--- src/design/framed_decimal_field_parser_unit_assert.svh ---
// Assertion macros shared by the parser modules.
// Each check is sampled on the rising edge of clk and is off while rst_n is low.
`ifndef FRAMED_DECIMAL_FIELD_PARSER_UNIT_ASSERT_SVH
`define FRAMED_DECIMAL_FIELD_PARSER_UNIT_ASSERT_SVH

// Condition that must hold at every edge.
`define FDFP_ASSERT_ALWAYS(label, cond, msg) \
    label: assert property (@(posedge clk) disable iff (!rst_n) (cond)) else $error(msg);

// Antecedent at one edge implies the consequent at the next edge.
`define FDFP_ASSERT_NEXT(label, ante, cons, msg) \
    label: assert property (@(posedge clk) disable iff (!rst_n) (ante) |=> (cons)) \
        else $error(msg);

`endif

--- src/design/fdfp_pkg.sv ---
package fdfp_pkg;

    localparam int MAX_FRAME_CHARS_DEF = 32;
    localparam int NUM_FIELDS          = 6;
    localparam int VALUE_W             = 16;
    localparam int ACC_W               = 17;
    localparam int FIELD_IDX_W         = 3;

    localparam logic [FIELD_IDX_W-1:0] LAST_FIELD = FIELD_IDX_W'(NUM_FIELDS - 1);
    localparam logic [ACC_W-1:0]       MAG_LIMIT  = 17'd32768;

    // Configuration register indexes and reset values
    localparam logic [1:0] REG_START     = 2'd0;
    localparam logic [1:0] REG_END       = 2'd1;
    localparam logic [1:0] REG_SEPARATOR = 2'd2;

    localparam logic [7:0] START_CHAR_RST     = 8'd83;  // 'S'
    localparam logic [7:0] END_CHAR_RST       = 8'd69;  // 'E'
    localparam logic [7:0] SEPARATOR_CHAR_RST = 8'd38;  // '&'

    // Character codes
    localparam logic [7:0] CH_SPACE  = 8'd32;
    localparam logic [7:0] CH_TAB    = 8'd9;
    localparam logic [7:0] CH_CR     = 8'd13;
    localparam logic [7:0] CH_PLUS   = 8'd43;
    localparam logic [7:0] CH_MINUS  = 8'd45;
    localparam logic [7:0] CH_ZERO   = 8'd48;
    localparam logic [7:0] CH_NINE   = 8'd57;

    typedef enum logic [1:0] {
        PH_LEAD   = 2'd0,   // skipping blanks, sign allowed
        PH_DIGITS = 2'd1,   // collecting digits
        PH_DONE   = 2'd2    // field ended, ignore until separator
    } phase_t;

    typedef struct packed {
        logic [7:0] start_char;
        logic [7:0] end_char;
        logic [7:0] separator_char;
    } fdfp_cfg_t;

    typedef struct packed {
        logic                                malformed;
        logic [NUM_FIELDS-1:0][VALUE_W-1:0]  values;
    } fdfp_result_t;

    // Saturate the magnitude and apply the sign.
    function automatic logic [VALUE_W-1:0] current_value(input logic neg,
                                                         input logic [ACC_W-1:0] mag);
        logic [ACC_W-1:0] m;
        m = mag;
        if (neg)
        begin
            if (m > MAG_LIMIT)
            begin
                m = MAG_LIMIT;
            end
            return VALUE_W'(17'd0 - m);
        end
        if (m > 17'd32767)
        begin
            m = 17'd32767;
        end
        return m[VALUE_W-1:0];
    endfunction

endpackage

--- src/design/fdfp_core.sv ---
`include "framed_decimal_field_parser_unit_assert.svh"

module fdfp_core
    import fdfp_pkg::*;
#(
    parameter int MAX_FRAME_CHARS = MAX_FRAME_CHARS_DEF
)
(
    input  logic         clk,
    input  logic         rst_n,
    input  logic         take,        // a byte request is accepted this cycle
    input  logic [7:0]   byte_in,
    input  fdfp_cfg_t    cfg,
    output logic         res_valid,
    output fdfp_result_t res
);

    localparam int KW = $clog2(MAX_FRAME_CHARS);
    localparam logic [KW-1:0] KEPT_LIMIT = KW'(MAX_FRAME_CHARS - 1);

    logic                               frame_open_reg, frame_open_next;
    logic [KW-1:0]                      kept_count_reg, kept_count_next;
    logic [FIELD_IDX_W-1:0]             field_number_reg, field_number_next;
    phase_t                             phase_reg, phase_next;
    logic                               negative_reg, negative_next;
    logic [ACC_W-1:0]                   acc_reg, acc_next;
    logic [NUM_FIELDS-1:0][VALUE_W-1:0] captured_reg, captured_next;

    logic               is_start, is_end, is_sep, is_digit, is_blank, is_sign;
    logic [VALUE_W-1:0] cur_value;
    logic [3:0]         digit_val;
    logic [18:0]        acc_wide, acc_sum;

    assign is_start  = (byte_in == cfg.start_char);
    assign is_end    = (byte_in == cfg.end_char);
    assign is_sep    = (byte_in == cfg.separator_char);
    assign is_digit  = (byte_in >= CH_ZERO) && (byte_in <= CH_NINE);
    assign is_blank  = (byte_in == CH_SPACE) || ((byte_in >= CH_TAB) && (byte_in <= CH_CR));
    assign is_sign   = (byte_in == CH_PLUS) || (byte_in == CH_MINUS);
    assign digit_val = 4'(byte_in - CH_ZERO);
    assign cur_value = current_value(negative_reg, acc_reg);

    // acc * 10 + digit as two shifts and two adds
    assign acc_wide = {2'b00, acc_reg};
    assign acc_sum  = (acc_wide << 3) + (acc_wide << 1) + 19'(digit_val);

    // Next state
    always_comb
    begin
        frame_open_next   = frame_open_reg;
        kept_count_next   = kept_count_reg;
        field_number_next = field_number_reg;
        phase_next        = phase_reg;
        negative_next     = negative_reg;
        acc_next          = acc_reg;
        captured_next     = captured_reg;

        if (take)
        begin
            priority if (is_start)
            begin
                frame_open_next   = 1'b1;
                kept_count_next   = '0;
                field_number_next = '0;
                phase_next        = PH_LEAD;
                negative_next     = 1'b0;
                acc_next          = '0;
                captured_next     = '0;
            end
            else if (!frame_open_reg)
            begin
                // drop bytes outside a frame
            end
            else if (is_end)
            begin
                frame_open_next   = 1'b0;
                kept_count_next   = '0;
                field_number_next = '0;
                phase_next        = PH_LEAD;
                negative_next     = 1'b0;
                acc_next          = '0;
            end
            else if (kept_count_reg < KEPT_LIMIT)
            begin
                kept_count_next = kept_count_reg + 1'b1;
                if (is_sep)
                begin
                    if (field_number_reg < LAST_FIELD)
                    begin
                        for (int k = 0; k < NUM_FIELDS; k++)
                        begin
                            if (field_number_reg == FIELD_IDX_W'(k))
                            begin
                                captured_next[k] = cur_value;
                            end
                        end
                        field_number_next = field_number_reg + 1'b1;
                        phase_next        = PH_LEAD;
                        negative_next     = 1'b0;
                        acc_next          = '0;
                    end
                    else
                    begin
                        phase_next = PH_DONE;
                    end
                end
                else
                begin
                    unique case (phase_reg)
                        PH_LEAD:
                        begin
                            priority if (is_blank)
                            begin
                                phase_next = PH_LEAD;
                            end
                            else if (is_sign)
                            begin
                                negative_next = (byte_in == CH_MINUS);
                                phase_next    = PH_DIGITS;
                            end
                            else if (is_digit)
                            begin
                                acc_next   = ACC_W'(digit_val);
                                phase_next = PH_DIGITS;
                            end
                            else
                            begin
                                phase_next = PH_DONE;
                            end
                        end
                        PH_DIGITS:
                        begin
                            if (is_digit)
                            begin
                                acc_next = (acc_sum > 19'(MAG_LIMIT)) ? MAG_LIMIT
                                                                      : acc_sum[ACC_W-1:0];
                            end
                            else
                            begin
                                phase_next = PH_DONE;
                            end
                        end
                        PH_DONE:
                        begin
                            phase_next = PH_DONE;
                        end
                        default:
                        begin
                            phase_next = PH_DONE;
                        end
                    endcase
                end
            end
            else
            begin
                // drop bytes beyond the kept-character limit
            end
        end
    end

    // Result on a closing byte
    always_comb
    begin
        res_valid     = take && !is_start && frame_open_reg && is_end;
        res.malformed = (field_number_reg < LAST_FIELD);
        for (int k = 0; k < NUM_FIELDS; k++)
        begin
            if (FIELD_IDX_W'(k) < field_number_reg)
            begin
                res.values[k] = captured_reg[k];
            end
            else if (FIELD_IDX_W'(k) == field_number_reg)
            begin
                res.values[k] = cur_value;
            end
            else
            begin
                res.values[k] = '0;
            end
        end
    end

    always_ff @(posedge clk or negedge rst_n)
    begin
        if (!rst_n)
        begin
            frame_open_reg   <= 1'b0;
            kept_count_reg   <= '0;
            field_number_reg <= '0;
            phase_reg        <= PH_LEAD;
            negative_reg     <= 1'b0;
            acc_reg          <= '0;
            captured_reg     <= '0;
        end
        else
        begin
            frame_open_reg   <= frame_open_next;
            kept_count_reg   <= kept_count_next;
            field_number_reg <= field_number_next;
            phase_reg        <= phase_next;
            negative_reg     <= negative_next;
            acc_reg          <= acc_next;
            captured_reg     <= captured_next;
        end
    end

    `FDFP_ASSERT_ALWAYS(a_field_range, field_number_reg <= LAST_FIELD, "field index out of range")
    `FDFP_ASSERT_ALWAYS(a_acc_limit, acc_reg <= MAG_LIMIT, "magnitude above saturation limit")
    `FDFP_ASSERT_ALWAYS(a_closed_idle,
        frame_open_reg || (kept_count_reg == '0 && field_number_reg == '0 && phase_reg == PH_LEAD),
        "parse state not cleared outside a frame")

endmodule

--- src/design/framed_decimal_field_parser_unit.sv ---
// A closing byte's result is registered into the output register, or into the skid slot while that waits.
// Throughput: one byte per cycle while the skid slot is free; the parse state updates in a single registered step.
// A two-deep result buffer (output register plus skid) keeps input flowing while a result waits.
// Reset (rst_n, async, active low): no frame open, buffers empty, characters back to S, E, &.
`include "framed_decimal_field_parser_unit_assert.svh"

module framed_decimal_field_parser_unit
    import fdfp_pkg::*;
#(
    parameter int MAX_FRAME_CHARS = MAX_FRAME_CHARS_DEF
)
(
    input  logic         clk,
    input  logic         rst_n,

    input  logic         s_axis_tvalid,
    output logic         s_axis_tready,
    input  logic [7:0]   s_axis_tdata,    // [7:0] byte_in

    output logic         m_axis_tvalid,
    input  logic         m_axis_tready,
    // [15:0] interval_value, [31:16] left_wall_value, [47:32] right_wall_value,
    // [63:48] left_range_value, [79:64] front_range_value, [95:80] right_range_value,
    // [96] malformed, [103:97] zero
    output logic [103:0] m_axis_tdata,

    input  logic         cfg_we,
    input  logic [1:0]   cfg_index,
    input  logic [7:0]   cfg_data
);

    fdfp_cfg_t    cfg_reg;
    fdfp_result_t res;
    logic         res_valid;
    logic         take;

    fdfp_result_t out_data_reg, out_data_next;
    logic         out_valid_reg, out_valid_next;
    fdfp_result_t skid_data_reg, skid_data_next;
    logic         skid_valid_reg, skid_valid_next;
    logic         drain;

    // Accept bytes as long as the skid slot is free; results land in the
    // output register or, if that is still waiting, in the skid slot.
    assign s_axis_tready = !skid_valid_reg;
    assign take          = s_axis_tvalid && s_axis_tready;

    // Configuration registers: write only, index beyond the list is dropped
    always_ff @(posedge clk or negedge rst_n)
    begin
        if (!rst_n)
        begin
            cfg_reg.start_char     <= START_CHAR_RST;
            cfg_reg.end_char       <= END_CHAR_RST;
            cfg_reg.separator_char <= SEPARATOR_CHAR_RST;
        end
        else if (cfg_we)
        begin
            unique case (cfg_index)
                REG_START:     cfg_reg.start_char     <= cfg_data;
                REG_END:       cfg_reg.end_char       <= cfg_data;
                REG_SEPARATOR: cfg_reg.separator_char <= cfg_data;
                default:       cfg_reg                <= cfg_reg;
            endcase
        end
    end

    fdfp_core #(
        .MAX_FRAME_CHARS (MAX_FRAME_CHARS)
    ) u_core (
        .clk       (clk),
        .rst_n     (rst_n),
        .take      (take),
        .byte_in   (s_axis_tdata),
        .cfg       (cfg_reg),
        .res_valid (res_valid),
        .res       (res)
    );

    assign drain = out_valid_reg && m_axis_tready;

    // Output register and skid slot
    always_comb
    begin
        out_valid_next  = out_valid_reg;
        out_data_next   = out_data_reg;
        skid_valid_next = skid_valid_reg;
        skid_data_next  = skid_data_reg;

        if (skid_valid_reg)
        begin
            // input is held, so no new result can arrive; advance the skid
            if (drain)
            begin
                out_data_next   = skid_data_reg;
                skid_valid_next = 1'b0;
            end
        end
        else if (!out_valid_reg || drain)
        begin
            out_valid_next = res_valid;
            if (res_valid)
            begin
                out_data_next = res;
            end
        end
        else if (res_valid)
        begin
            skid_valid_next = 1'b1;
            skid_data_next  = res;
        end
    end

    always_ff @(posedge clk or negedge rst_n)
    begin
        if (!rst_n)
        begin
            out_valid_reg  <= 1'b0;
            skid_valid_reg <= 1'b0;
        end
        else
        begin
            out_valid_reg  <= out_valid_next;
            skid_valid_reg <= skid_valid_next;
        end
    end

    always_ff @(posedge clk)
    begin
        out_data_reg  <= out_data_next;
        skid_data_reg <= skid_data_next;
    end

    assign m_axis_tvalid = out_valid_reg;
    assign m_axis_tdata  = {7'b0000000, out_data_reg.malformed, out_data_reg.values};

    `FDFP_ASSERT_ALWAYS(a_skid_behind_out, !skid_valid_reg || out_valid_reg,
        "skid slot filled while output register empty")
    `FDFP_ASSERT_ALWAYS(a_result_on_accept, !res_valid || s_axis_tready,
        "result produced while input not ready")
    `FDFP_ASSERT_NEXT(a_skid_hold, skid_valid_reg && !m_axis_tready,
        skid_valid_reg && $stable(skid_data_reg), "skid slot lost while output stalled")

endmodule
--- config.mk ---
export PLATFORM = sky130hd
export DESIGN_NAME = framed_decimal_field_parser_unit
export DESIGN_NICKNAME = d
export VERILOG_FILES = /design/src/design/fdfp_pkg.sv /design/src/design/fdfp_core.sv /design/src/design/framed_decimal_field_parser_unit.sv
export VERILOG_INCLUDE_DIRS = /design/src /design/src/design
export SDC_FILE = /design/constraint.sdc
export NUM_CORES = 1
export LEC_CHECK = 0
export ABC_AREA = 1
export BUFFER_PORTS_ARGS = -buffer_cell sky130_fd_sc_hd__buf_4
export CAP_MARGIN = 20
export CORE_ASPECT_RATIO = 1.25
export CORE_MARGIN = 2
export CORE_UTILIZATION = 50
export CTS_BUF_LIST = sky130_fd_sc_hd__clkbuf_4 sky130_fd_sc_hd__clkbuf_8 sky130_fd_sc_hd__clkbuf_16
export CTS_CLUSTER_DIAMETER = 100
export DETAILED_ROUTE_END_ITERATION = 7
export PLACE_DENSITY_LB_ADDON = 0.12
export SLEW_MARGIN = 30
export SYNTH_ARGS = -nofsm -noshare
export SYNTH_HDL_FRONTEND = slang
export SYNTH_HIERARCHICAL = 1
export SYNTH_SLANG_ARGS = --single-unit
--- constraint.sdc ---
create_clock -name clk -period 11.75 [get_ports clk]
set_input_delay 1.175 -clock clk [delete_from_list [all_inputs] [get_ports clk]]
set_output_delay 1.175 -clock clk [all_outputs]
set_load 0.01 [all_outputs]
==> qor.txt <==
==================================================================================
Final routed wire length divided by cell count ......................     16.78 um
Clock Pin Slew Worst Setup and Hold Paths ...........................      0.06 ns
I/O pin count .......................................................          129
DRC violations left .................................................            0
Clock root buffer master ............................................ sky130_fd_sc_hd__clkbuf_16
Remaining number of nets flagged by the antenna check after routing .            0
Total via count in the routed design ................................       13.12k
Number of flops mapped to enable cells by yosys .....................          194
Global-route wire length before repair ..............................     66950 um
Slowest cell on the critical path ................................... sky130_fd_sc_hd__buf_4
Chain of cells forming the critical path ............................ buf_4 -> inv_2 -> or2_0 -> nand3_1 -> nor2b_1 -> nand2_1 -> buf_4 -> nand2_1 -> nor3_1 -> nor2_1 -> a21oi_4 -> buf_4 -> buf_4
Worst setup EP type .................................................    flip-flop
Die area ............................................................    35430 um2
Xor/xnor share of the synthesized area ..............................       1.187%
Pin count of the biggest net entering global routing ................          100
Simple-gate portion of the synthesized area .........................       27.05%
FMAX ................................................................    247.1 MHz
Number of buffer and inverter stages on the critical path ...........            5
Biggest area contributors in the synthesized netlist ................ sky130_fd_sc_hd__edfxtp_1 (34%), sky130_fd_sc_hd__dfrtp_1 (21%), sky130_fd_sc_hd__nand2_1 (19%)
Number of input and output port buffers inserted ....................          121
Antenna diode count .................................................            0
Antenna violations before repair ....................................            0
Worst slew margin ...................................................       37.00%
Setup slack after layout ............................................     7.703 ns
Main combinational cell family by area after synthesis .............. simple AND/OR/NAND/NOR gates
Run status ..........................................................    completed
Leading post-synthesis cells by instance count ...................... sky130_fd_sc_hd__nand2_1 (843), sky130_fd_sc_hd__edfxtp_1 (194), sky130_fd_sc_hd__dfrtp_1 (141)
Fraction of final layout cells with drive strength greater than 1 ...       12.07%
Max-capacitance violation count .....................................            0
Share of the clock period used by the worst path ....................       34.44%
Routability cong. ...................................................       0.8362
Power per cell area ................................................. 161.4 nW/um2
Via count of the first global-routing pass ..........................       12.90k
Number of cells upsized or downsized after cts ......................            0
1st-iter DRT viols ..................................................          838
Post CTS Setup Buffer Count .........................................            0
Arrival @ worst endpoint ............................................      4.21 ns
H-tree depth reported by CTS ........................................            2
Clk sinks ...........................................................          345
Sum of negative setup slack .........................................         0 ns
Mux cell area share after synthesis .................................     0.05900%
Die H ...............................................................     210.0 um
Max incr delay on CP ................................................      0.63 ns
Tightest Hold Check Type ............................................ flip-flop to flip-flop
Core Area ...........................................................    33500 um2
Slew at the pin closest to its max-slew limit .......................    0.9415 ns
Site Rows ...........................................................           75
Overall fraction of global-route tracks in use ......................       23.88%
Total count of hold-check failures in the final report ..............            0
TritonCTS clock tree ................................................         done
Setup repair after global routing missed its margin .................        false
Post-synthesis average cell area ....................................    8.764 um2
Top_reg_cell synth .................................................. sky130_fd_sc_hd__edfxtp_1
Async set or reset register ratio after synthesis ...................       43.77%
Endpoints failing setup .............................................            0
Width of the die ....................................................     168.8 um
Area fraction of the dominant cell type after synthesis .............       34.34%
Yosys warns .........................................................            6
Synthesized cell area ...............................................    16970 um2
Complex-gate fraction of the synthesized area .......................       6.099%
Biggest fanout along the worst timing path ..........................           57
Count of TritonRoute iterations in the first routing pass ...........            5
Seq/Total Area, Yosys ...............................................       56.68%
Drt total wl ........................................................     41430 um
Number of library cell types mapped by synthesis ....................           49
Worst Path Required .................................................     11.91 ns
VDD IR-drop max .....................................................   0.09504 mV
Starting density of the core ........................................       50.64%
Biggest area consumer among synthesized cells ....................... sky130_fd_sc_hd__edfxtp_1
Area Overhead vs Synth ..............................................       12.98%
Post-synthesis sequential element count .............................          345
DP HPWL .............................................................     27180 um
Category of the most critical setup path ............................ primary input to flip-flop
Adder-cell area share of the yosys netlist ..........................       2.965%
Synthesized instance count ..........................................         1936
Most prevalent standard cell on the critical path ................... sky130_fd_sc_hd__buf_4
Number of buffers added to fix hold violations after cts ............            0
Pre-CTS setup slack .................................................     6.889 ns
Static leakage ......................................................     9.358 nW
Worst clock skew ....................................................   0.01723 ns
Post-route minimum period ...........................................     4.047 ns
Longest Clk Path Bufs ...............................................            3
Final net count .....................................................         2081
Dominant cell by count in the synthesized netlist ................... sky130_fd_sc_hd__nand2_1
Critical Path Source Type ........................................... primary input
Per-cell via count in the routed design .............................        5.313
Family of cells with the greatest summed delay on the critical path . buffers and inverters
Congestion Overflow GR ..............................................            0
Number of pins exceeding their max-slew limit in the final report ...            0
Clock latency on the worst-skew pair ................................      0.54 ns
TritonCTS buffer count ..............................................           35
==================================================================================
worst reg2reg max path, stage by stage, from the launching register on:
cell and delay, ns:
sky130_fd_sc_hd__dfrtp_1 0.48, sky130_fd_sc_hd__inv_2 0.14, sky130_fd_sc_hd__nand3b_1 0.17, sky130_fd_sc_hd__inv_2 0.11
sky130_fd_sc_hd__nand3_1 0.08, sky130_fd_sc_hd__nand2_1 0.66, sky130_fd_sc_hd__inv_1 0.13, sky130_fd_sc_hd__nor2_1 0.17
sky130_fd_sc_hd__inv_1 0.06, sky130_fd_sc_hd__ha_1 0.21, sky130_fd_sc_hd__nand2_1 0.11, sky130_fd_sc_hd__inv_1 0.15
sky130_fd_sc_hd__o21ai_0 0.19, sky130_fd_sc_hd__nand2_1 0.54, sky130_fd_sc_hd__nand2_1 0.20, sky130_fd_sc_hd__o21ai_0 0.13
sky130_fd_sc_hd__nand2_1 0.10, sky130_fd_sc_hd__nand2_1 0.09
final timing paths:
kind                                               start                          to  slack [ns]  depth (start not counted)
max                                      s_axis_tdata[0]  m_axis_tdata[60]$_DFFE_PP_        7.70                         13
min                               cfg_reg[1]$_DFFE_PN1P_      cfg_reg[1]$_DFFE_PN1P_        0.46                          2
max reg2reg                u_core/acc_reg[2]$_DFFE_PN0P_  m_axis_tdata[84]$_DFFE_PP_        7.77                         17
min reg2reg                       cfg_reg[1]$_DFFE_PN1P_      cfg_reg[1]$_DFFE_PN1P_        0.46                          2
max in group asynchronous                          rst_n    skid_valid_reg$_DFF_PN0_        9.72                          2
min in group asynchronous                          rst_n      cfg_reg[6]$_DFFE_PN0P_        0.70                          1
placed cells by master (no fill, tap or decap), types with 4 or more instances in the layout:
master,count
sky130_fd_sc_hd__nand2_1,843
sky130_fd_sc_hd__edfxtp_1,194
sky130_fd_sc_hd__dfrtp_1,140
sky130_fd_sc_hd__buf_4,127
sky130_fd_sc_hd__nand3_1,114
sky130_fd_sc_hd__inv_1,104
sky130_fd_sc_hd__o21ai_0,98
sky130_fd_sc_hd__nor2_1,92
sky130_fd_sc_hd__ha_1,37
sky130_fd_sc_hd__clkbuf_16,35
sky130_fd_sc_hd__o21ai_1,35
sky130_fd_sc_hd__nand4_1,29
sky130_fd_sc_hd__a21oi_1,21
sky130_fd_sc_hd__xor2_1,15
sky130_fd_sc_hd__inv_2,13
sky130_fd_sc_hd__dfstp_2,10
sky130_fd_sc_hd__nor2_2,10
sky130_fd_sc_hd__clkinv_1,9
sky130_fd_sc_hd__nor3_1,9
sky130_fd_sc_hd__clkbuf_4,8
sky130_fd_sc_hd__o22ai_1,8
sky130_fd_sc_hd__xnor2_1,8
sky130_fd_sc_hd__conb_1,7
sky130_fd_sc_hd__clkbuf_8,7
sky130_fd_sc_hd__o41ai_1,6
sky130_fd_sc_hd__clkinv_2,5
sky130_fd_sc_hd__o21ai_2,5
sky130_fd_sc_hd__o21bai_1,5
sky130_fd_sc_hd__or2_2,4
sky130_fd_sc_hd__or2_0,4
stage by stage:
stage	cells	power [mW]	instance area (um2)	utilization [%]	hold WS (ns)
floorplan	1942	1.783	16990	-	0.4422
finish	2469	3.094	19170	57.22	0.4649
detailed placement	2404	1.993	17990	53.69	0.4587
CTS	2468	3.116	19140	57.13	0.4687
global placement	2404	1.977	17970	53.64	0.4549
global route	2469	3.231	19170	57.22	0.4925
routing by layer:
metal | global-route usage [%] | part of all wire (%) | up-vias
met1 | 30.09 | 42 | 6192
met2 | 41.70 | 49 | 363
met4 | 9.453 | 3.7 | 0
li1 | - | - | 6474
met3 | 3.286 | 4.7 | 90
met5 | 0 | 0 | -
layout make-up:
| type | instances | area [um2] |
|---|---|---|
| fillers | 3079 | 14330 |
| flip-flops and latches | 345 | 9618 |
| multi-input cells | 1384 | 6394 |
| clock buffers | 49 | 1018 |
| repair buffers | 131 | 1017 |
| well taps | 423 | 529.3 |
| inverters | 122 | 457.9 |
| clock inverters | 15 | 133.9 |
kinds of logic (layout without fill, tap and decap cells):
family                     after synthesis  count (layout)
AOI/OAI and AO/OA                      190             190
buffers and inverters                  213             317
xor gates and xnor gates                23              23
DFF                                    345             345
and+or+nand+nor                       1124            1124
muxes                                    1               1
adders and majority gates               39              39
other                                    1               7
power breakdown:
group          total (mW)  switching (mW)  internal (mW)  leakage (nW)
logic               0.583           0.421          0.161          4.72
registers            1.39          0.0514           1.34          4.06
clock network        1.12           0.465          0.653         0.579
Note: power is estimated with default switching activity, not from simulation.
